File: src/sv/secded_pkg.sv
// Shared types, constants and bit-mapping functions for the SECDED Hamming codec.
package secded_pkg;

	localparam int WORD_W = 64;
	localparam int ORDER_W = 3;
	localparam int SYN_W = 6;
	localparam int FIRST_DATA_POS = 3;

	localparam logic [ORDER_W-1:0] MIN_ORDER = 3'd2;
	localparam logic [ORDER_W-1:0] MAX_ORDER = 3'd6;
	localparam logic [ORDER_W-1:0] RESET_ORDER = 3'd6;

	localparam logic OP_ENCODE = 1'b0;
	localparam logic OP_DECODE = 1'b1;

	localparam logic [1:0] STATUS_OK = 2'd0;
	localparam logic [1:0] STATUS_FIXED = 2'd1;
	localparam logic [1:0] STATUS_BAD = 2'd2;

	typedef struct packed {
		logic op;
		logic [WORD_W-1:0] word_in;
	} in_item_t;

	typedef struct packed {
		logic [WORD_W-1:0] word_out;
		logic [1:0] status;
	} out_item_t;

	function automatic logic [WORD_W-1:0] len_mask(input logic [ORDER_W-1:0] order);
		logic [WORD_W-1:0] m;
		m = '0;
		for (int i = 0; i < WORD_W; i++) begin
			m[i] = (i < (1 << order));
		end
		return m;
	endfunction

	// scatter data bits onto the non-power-of-two positions from 3 upward
	function automatic logic [WORD_W-1:0] expand(input logic [WORD_W-1:0] d);
		logic [WORD_W-1:0] r;
		int k;
		r = '0;
		k = 0;
		for (int p = FIRST_DATA_POS; p < WORD_W; p++) begin
			if ((p & (p - 1)) != 0) begin
				r[p] = d[k];
				k++;
			end
		end
		return r;
	endfunction

	// gather the data positions back into the low bits
	function automatic logic [WORD_W-1:0] compress(input logic [WORD_W-1:0] cw);
		logic [WORD_W-1:0] r;
		int k;
		r = '0;
		k = 0;
		for (int p = FIRST_DATA_POS; p < WORD_W; p++) begin
			if ((p & (p - 1)) != 0) begin
				r[k] = cw[p];
				k++;
			end
		end
		return r;
	endfunction

	function automatic logic [SYN_W-1:0] syndrome(input logic [WORD_W-1:0] cw);
		logic [SYN_W-1:0] s;
		s = '0;
		for (int p = 0; p < WORD_W; p++) begin
			if (cw[p]) begin
				s = s ^ SYN_W'(p);
			end
		end
		return s;
	endfunction

endpackage

File: src/sv/secded_hamming_codec.sv
// Top level of the SECDED Hamming codec: input register, codec logic, result register.
// Extended Hamming SECDED encoder and decoder over a codeword of 2^order bits, order set
// by the configuration write (values below 2 act as 2, above 6 as 6). Each item passes
// an input register, one level of XOR-tree logic and a result register: a result is
// offered from the result register; one item is taken every cycle while not stalled.
// Write the order only while the block holds no items.
module secded_hamming_codec (
	input  logic                   clk,
	input  logic                   arst_n,
	input  logic                   in_valid,
	output logic                   in_ready,
	input  secded_pkg::in_item_t   in_item,
	output logic                   out_valid,
	input  logic                   out_ready,
	output secded_pkg::out_item_t  out_item,
	input  logic                   cfg_valid,
	output logic                   cfg_ready,
	input  logic [2:0]             cfg_data
);
	import secded_pkg::*;

	logic [ORDER_W-1:0] order_q;
	logic v_s1;
	logic op_s1;
	logic [WORD_W-1:0] word_s1;
	logic v_s2;
	out_item_t res_s2;

	logic adv_s1;
	logic [WORD_W-1:0] mask;
	logic [WORD_W-1:0] cw;
	logic [WORD_W-1:0] data_cw;
	logic [WORD_W-1:0] enc_cw;
	logic [WORD_W-1:0] fixed_cw;
	logic [SYN_W-1:0] syn;
	logic par;
	logic err;
	out_item_t res;

	assign cfg_ready = 1'b1;
	assign adv_s1 = !v_s2 || out_ready;
	assign in_ready = !v_s1 || adv_s1;
	assign out_valid = v_s2;
	assign out_item = res_s2;

	always_ff @(posedge clk or negedge arst_n) begin
		if (!arst_n) begin
			order_q <= RESET_ORDER;
		end else if (cfg_valid && cfg_ready) begin
			if (cfg_data < MIN_ORDER) begin
				order_q <= MIN_ORDER;
			end else if (cfg_data > MAX_ORDER) begin
				order_q <= MAX_ORDER;
			end else begin
				order_q <= cfg_data;
			end
		end
	end

	always_comb begin
		mask = len_mask(order_q);
		data_cw = expand(word_s1) & mask;
		enc_cw = data_cw;
		syn = syndrome(data_cw);
		for (int i = 0; i < SYN_W; i++) begin
			enc_cw[1 << i] = syn[i];
		end
		enc_cw[0] = ^enc_cw[WORD_W-1:1];

		cw = word_s1 & mask;
		par = ^cw;
		err = (syndrome(cw) != '0) || par;
		fixed_cw = cw;
		if (err) begin
			fixed_cw[syndrome(cw)] = !cw[syndrome(cw)];
		end

		if (op_s1 == OP_ENCODE) begin
			res.word_out = enc_cw;
			res.status = STATUS_OK;
		end else begin
			res.word_out = compress(fixed_cw);
			if (!err) begin
				res.status = STATUS_OK;
			end else if (par) begin
				res.status = STATUS_FIXED;
			end else begin
				res.status = STATUS_BAD;
			end
		end
	end

	always_ff @(posedge clk or negedge arst_n) begin
		if (!arst_n) begin
			v_s1 <= 1'b0;
			v_s2 <= 1'b0;
		end else begin
			if (in_ready) begin
				v_s1 <= in_valid;
			end
			if (adv_s1) begin
				v_s2 <= v_s1;
			end
		end
	end

	always_ff @(posedge clk) begin
		if (in_valid && in_ready) begin
			op_s1 <= in_item.op;
			word_s1 <= in_item.word_in;
		end
		if (v_s1 && adv_s1) begin
			res_s2 <= res;
		end
	end

`ifndef SYNTHESIS
	a_order_range: assert property (@(posedge clk) disable iff (!arst_n)
		order_q >= MIN_ORDER && order_q <= MAX_ORDER)
		else $error("order register out of range");

	a_status_code: assert property (@(posedge clk) disable iff (!arst_n)
		out_valid |-> (out_item.status == STATUS_OK || out_item.status == STATUS_FIXED ||
			out_item.status == STATUS_BAD))
		else $error("undefined status code");

	a_accept_fills: assert property (@(posedge clk) disable iff (!arst_n)
		(in_valid && in_ready) |=> v_s1)
		else $error("accepted item lost from input stage");

	a_s1_hold: assert property (@(posedge clk) disable iff (!arst_n)
		(v_s1 && !adv_s1) |=> (v_s1 && $stable(word_s1) && $stable(op_s1)))
		else $error("stalled input stage changed");
`endif

endmodule
File: config.mk
export PLATFORM = sky130hd
export DESIGN_NAME = secded_hamming_codec
export DESIGN_NICKNAME = d
export VERILOG_FILES = /design/src/sv/secded_pkg.sv /design/src/sv/secded_hamming_codec.sv
export SDC_FILE = /design/constraint.sdc
export NUM_CORES = 1
export LEC_CHECK = 0
export ABC_AREA = 1
export BUFFER_PORTS_ARGS = -buffer_cell sky130_fd_sc_hd__buf_2
export CAP_MARGIN = 15
export CORE_MARGIN = 2
export CORE_UTILIZATION = 25
export DETAILED_ROUTE_END_ITERATION = 10
export PLACE_DENSITY_LB_ADDON = 0.08
export SYNTH_ARGS = -nofsm -noshare
export SYNTH_HDL_FRONTEND = slang
export SYNTH_SLANG_ARGS = --single-unit
File: constraint.sdc
create_clock -name clk -period 9.6 [get_ports clk]
set_clock_uncertainty 0.15 [all_clocks]
set_input_delay 0 -clock clk [delete_from_list [all_inputs] [get_ports clk]]
set_output_delay 0 -clock clk [all_outputs]
set_load 0.02 [all_outputs]
==> flow_metrics.tcl <==
set metrics [dict create \
    sequentialPowerShare_pct 23.6 \
    initial_antenna_violation_count 0 \
    syn-instance-count 1466 \
    totalNegativeSetupSlack_ns 0 \
    number_of_endpoints_with_negative_hold_slack_in_the_final_report 0 \
    num_vias 10400 \
    place_hpwl_um 35100 \
    final_setup_violation_count 0 \
    clock_latency_ns 0.45 \
    layout-area-overhead-vs-synth_pct 22.5 \
    clockRootBuffer "sky130_fd_sc_hd__clkbuf_16" \
    period_share_pct 70.8 \
    async_s_r_ff_share_synth_pct 3.68 \
    upper_clock_frequency_limit_mhz 147 \
    viasPerCell 4.73 \
    max_slew.worst_pin.slew_ns 1.11 \
    slew_viol_final 0 \
    io-pin-count 142 \
    grt_util_all_layers_pct 20.2 \
    internal_power_uw 1660 \
    cts-root-to-sink-buffers 2 \
    timing.setup.critical_path_class "flip-flop to flip-flop" \
    die_h_um 211 \
    number_of_register_bits_inferred_by_synthesis 136 \
    placement_rows 75 \
    worst_r2r_startpoint "order_q[2]$_DFFE_PN1P_" \
    nets 1727 \
    cts_tree "done" \
    die_area_um2 44600 \
    startpoint_type "flip-flop" \
    p_leak_uw 0.00584 \
    layout-drive-gt1-share_pct 16.3 \
    max_slew_margin_pct 26.2 \
    cts.htree.levels 4 \
    grt_start_max_net_pins 100 \
    synth-edff-count 131 \
    worst_setup_path_end_kind "flip-flop" \
    synth_seq_area_share_pct 37.8 \
    first_pass_grt_wire_length_um 65600 \
    fin_ws_ns 2.81 \
    worst_vdd_drop_uv 200 \
    power_per_cell_area_nw_per_um2 256 \
    antenna_cells 0 \
    cp-startpoint "order_q[2]$_DFFE_PN1P_" \
    clock_network_fraction_of_total_power_pct 20.1 \
    drtIter0Drc 813 \
    clkTransAtPathRegs_ns 0.06 \
    hold_start "in_item[39]" \
    drc 0 \
    switching_power_uw 1700 \
    clkSinkCount 136 \
    layout_commonest_cell "sky130_fd_sc_hd__nand2_1" \
    numPortBuffers 140 \
    fillerInstances 4563 \
    cts.repair.resized 0 \
    mostFrequentLayoutCells "sky130_fd_sc_hd__nand2_1 (425), sky130_fd_sc_hd__nand3_1 (220), sky130_fd_sc_hd__buf_2 (140)" \
    run_status "finished clean" \
    final_period_minus_worst_setup_slack_ns 6.79 \
    initial_utilization_pct 25.5 \
    ys.flop_type "sky130_fd_sc_hd__edfxtp_1" \
    wire_per_inst_um 20.1 \
    core_um2 42100 \
    hold_path.class "input port to flip-flop" \
    die-width_um 211 \
    required_ns 9.74 \
    rsz0062_at_grt "no" \
    number_of_global_route_vias_before_repair 9920 \
    routed_wire_length_um 44300 \
    yosys.cell_types.count 38 \
    numCtsBuffers 17 \
    p_sw_share_pct 50.6 \
    power.combinational.fraction_pct 56.4 \
    syn_nets 1539 \
    final_antenna_net_count 0 \
    place_worst_setup_slack_ns 2.92 \
    maxcap_violations 0 \
    overflow 0 \
    drtPass1Iterations 5 \
    path_max_fanout 53 \
    place_congestion 0.885 \
    syn_area_um2 10700 \
    crit_arrival_ns 6.93 \
    synthesis.yosys.warnings 0 \
    syn_avg_cell_area_um2 7.32 \
]
## critical path: stages, from the launching register on
cell and delay [ns]:
sky130_fd_sc_hd__dfstp_2 0.51, sky130_fd_sc_hd__buf_4 0.41, sky130_fd_sc_hd__nand2_4 0.36, sky130_fd_sc_hd__inv_2 0.51, sky130_fd_sc_hd__nand2_1 0.35, sky130_fd_sc_hd__nand2_1 0.19
sky130_fd_sc_hd__nand2_2 0.15, sky130_fd_sc_hd__nand2_1 0.10, sky130_fd_sc_hd__nand2_1 0.14, sky130_fd_sc_hd__nand3_1 0.12, sky130_fd_sc_hd__nand2_1 0.07, sky130_fd_sc_hd__nand2_1 0.05
sky130_fd_sc_hd__inv_1 0.04, sky130_fd_sc_hd__nor2_2 0.24, sky130_fd_sc_hd__nand3_1 0.16, sky130_fd_sc_hd__a21oi_1 0.90, sky130_fd_sc_hd__nand2_1 0.59, sky130_fd_sc_hd__nor2_1 0.25
sky130_fd_sc_hd__nor2_1 0.07, sky130_fd_sc_hd__nand3_1 0.13, sky130_fd_sc_hd__nand3_1 0.10, sky130_fd_sc_hd__nand3_1 0.12, sky130_fd_sc_hd__nand2_4 0.34, sky130_fd_sc_hd__nand3_1 0.20
sky130_fd_sc_hd__nand3_1 0.12, sky130_fd_sc_hd__nand2_1 0.19
## state kept, by name, summed over array words and instances, names as in the netlist
register   cells
op_s1          1
v_s1           1
word_s1       64
out_item      66
order_q        3
out_valid      1
## power groups by stage
stage               combinational [uW]  clock [uW]  sequential [uW]
global placement                  1870           0              809
CTS                               1890         703              796
finish                            1900         676              793
floorplan                         1410           0              855
global route                      2090         721              802
detailed placement                1860           0              809
## synth_stat cells, types with 9 or more instances
master	number	area [um^2]
sky130_fd_sc_hd__buf_4	11	82.6
sky130_fd_sc_hd__inv_1	135	507
sky130_fd_sc_hd__nand3_1	220	1100
sky130_fd_sc_hd__nand2_2	25	156
sky130_fd_sc_hd__clkbuf_1	15	56.3
sky130_fd_sc_hd__a21oi_1	17	85.1
sky130_fd_sc_hd__o21ai_1	57	285
sky130_fd_sc_hd__inv_2	23	86.3
sky130_fd_sc_hd__xor2_1	88	771
sky130_fd_sc_hd__nor2_4	9	101
sky130_fd_sc_hd__xnor2_1	47	412
sky130_fd_sc_hd__buf_6	14	158
sky130_fd_sc_hd__edfxtp_1	131	3930
sky130_fd_sc_hd__nand2_1	425	1600
sky130_fd_sc_hd__nor2_2	16	100
sky130_fd_sc_hd__o21ai_0	76	380
sky130_fd_sc_hd__nor2_1	98	368
## per-layer routing
metal / up-vias / global-route usage [%] / wire, um
met2: 298 / 31.6 / 19800
met1: 4956 / 29.6 / 22100
met5: - / 0 / 0
met3: 29 / 2.57 / 1970
met4: 0 / 4.25 / 539
li1: 5137 / - / -
## kinds of logic (layout without fill, tap and decap cells)
logic type	Yosys count	in the layout	share of synthesized area, %
buffers and inverters	211	411	8.80
XOR/XNOR	141	141	11.9
other	1	1	0.0349
flip-flops	136	136	37.8
AND/OR/NAND/NOR	813	813	33.4
AO/OA/AOI/OAI	164	164	8.04
## cell type report
class / instances / area [um^2] / share of cell area (%)
sequential: 136 / 4060 / 30.9
clock buffer: 18 / 429 / 3.26
clock inverter: 13 / 155 / 1.18
multi-input combinational: 1119 / 5740 / 43.7
inverter: 160 / 601 / 4.57
timing repair buffer: 220 / 1490 / 11.3
tap: 539 / 674 / 5.13
## path summary, 6_finish.rpt
path                                     endpoint  slack, ns  cells past startpoint
max                        out_item[21]$_DFFE_PP_       2.81                     25
min                         word_s1[39]$_DFFE_PP_       0.11                      2
max reg2reg                out_item[21]$_DFFE_PP_       2.81                     25
min reg2reg                 out_valid$_DFFE_PN0P_       0.37                      2
max in group asynchronous  order_q[1]$_DFFE_PN1P_       8.67                      3
min in group asynchronous        v_s1$_DFFE_PN0N_       0.35                      3
## stage by stage
stage / power [uW] / hold slack, ns / utilization [%] / instances / instance area (um^2)
6_report: 3370 / 0.108 / 31.2 / 2205 / 13200
4_1_cts: 3390 / 0.0740 / 31.2 / 2205 / 13200
3_5_place_dp: 2670 / -0.311 / 28.0 / 2098 / 11800
3_3_place_gp: 2680 / -0.311 / 28.0 / 2098 / 11800
5_1_grt: 3610 / 0.0933 / 31.2 / 2205 / 13200
2_1_floorplan: 2270 / -0.446 / - / 1466 / 10700
## repair_timing
action,4_1_cts,5_1_grt
hold buffers,76,0
setup buffers,0,0
hold endpoints to repair,75,0
Power figures use the tool's default switching activity.
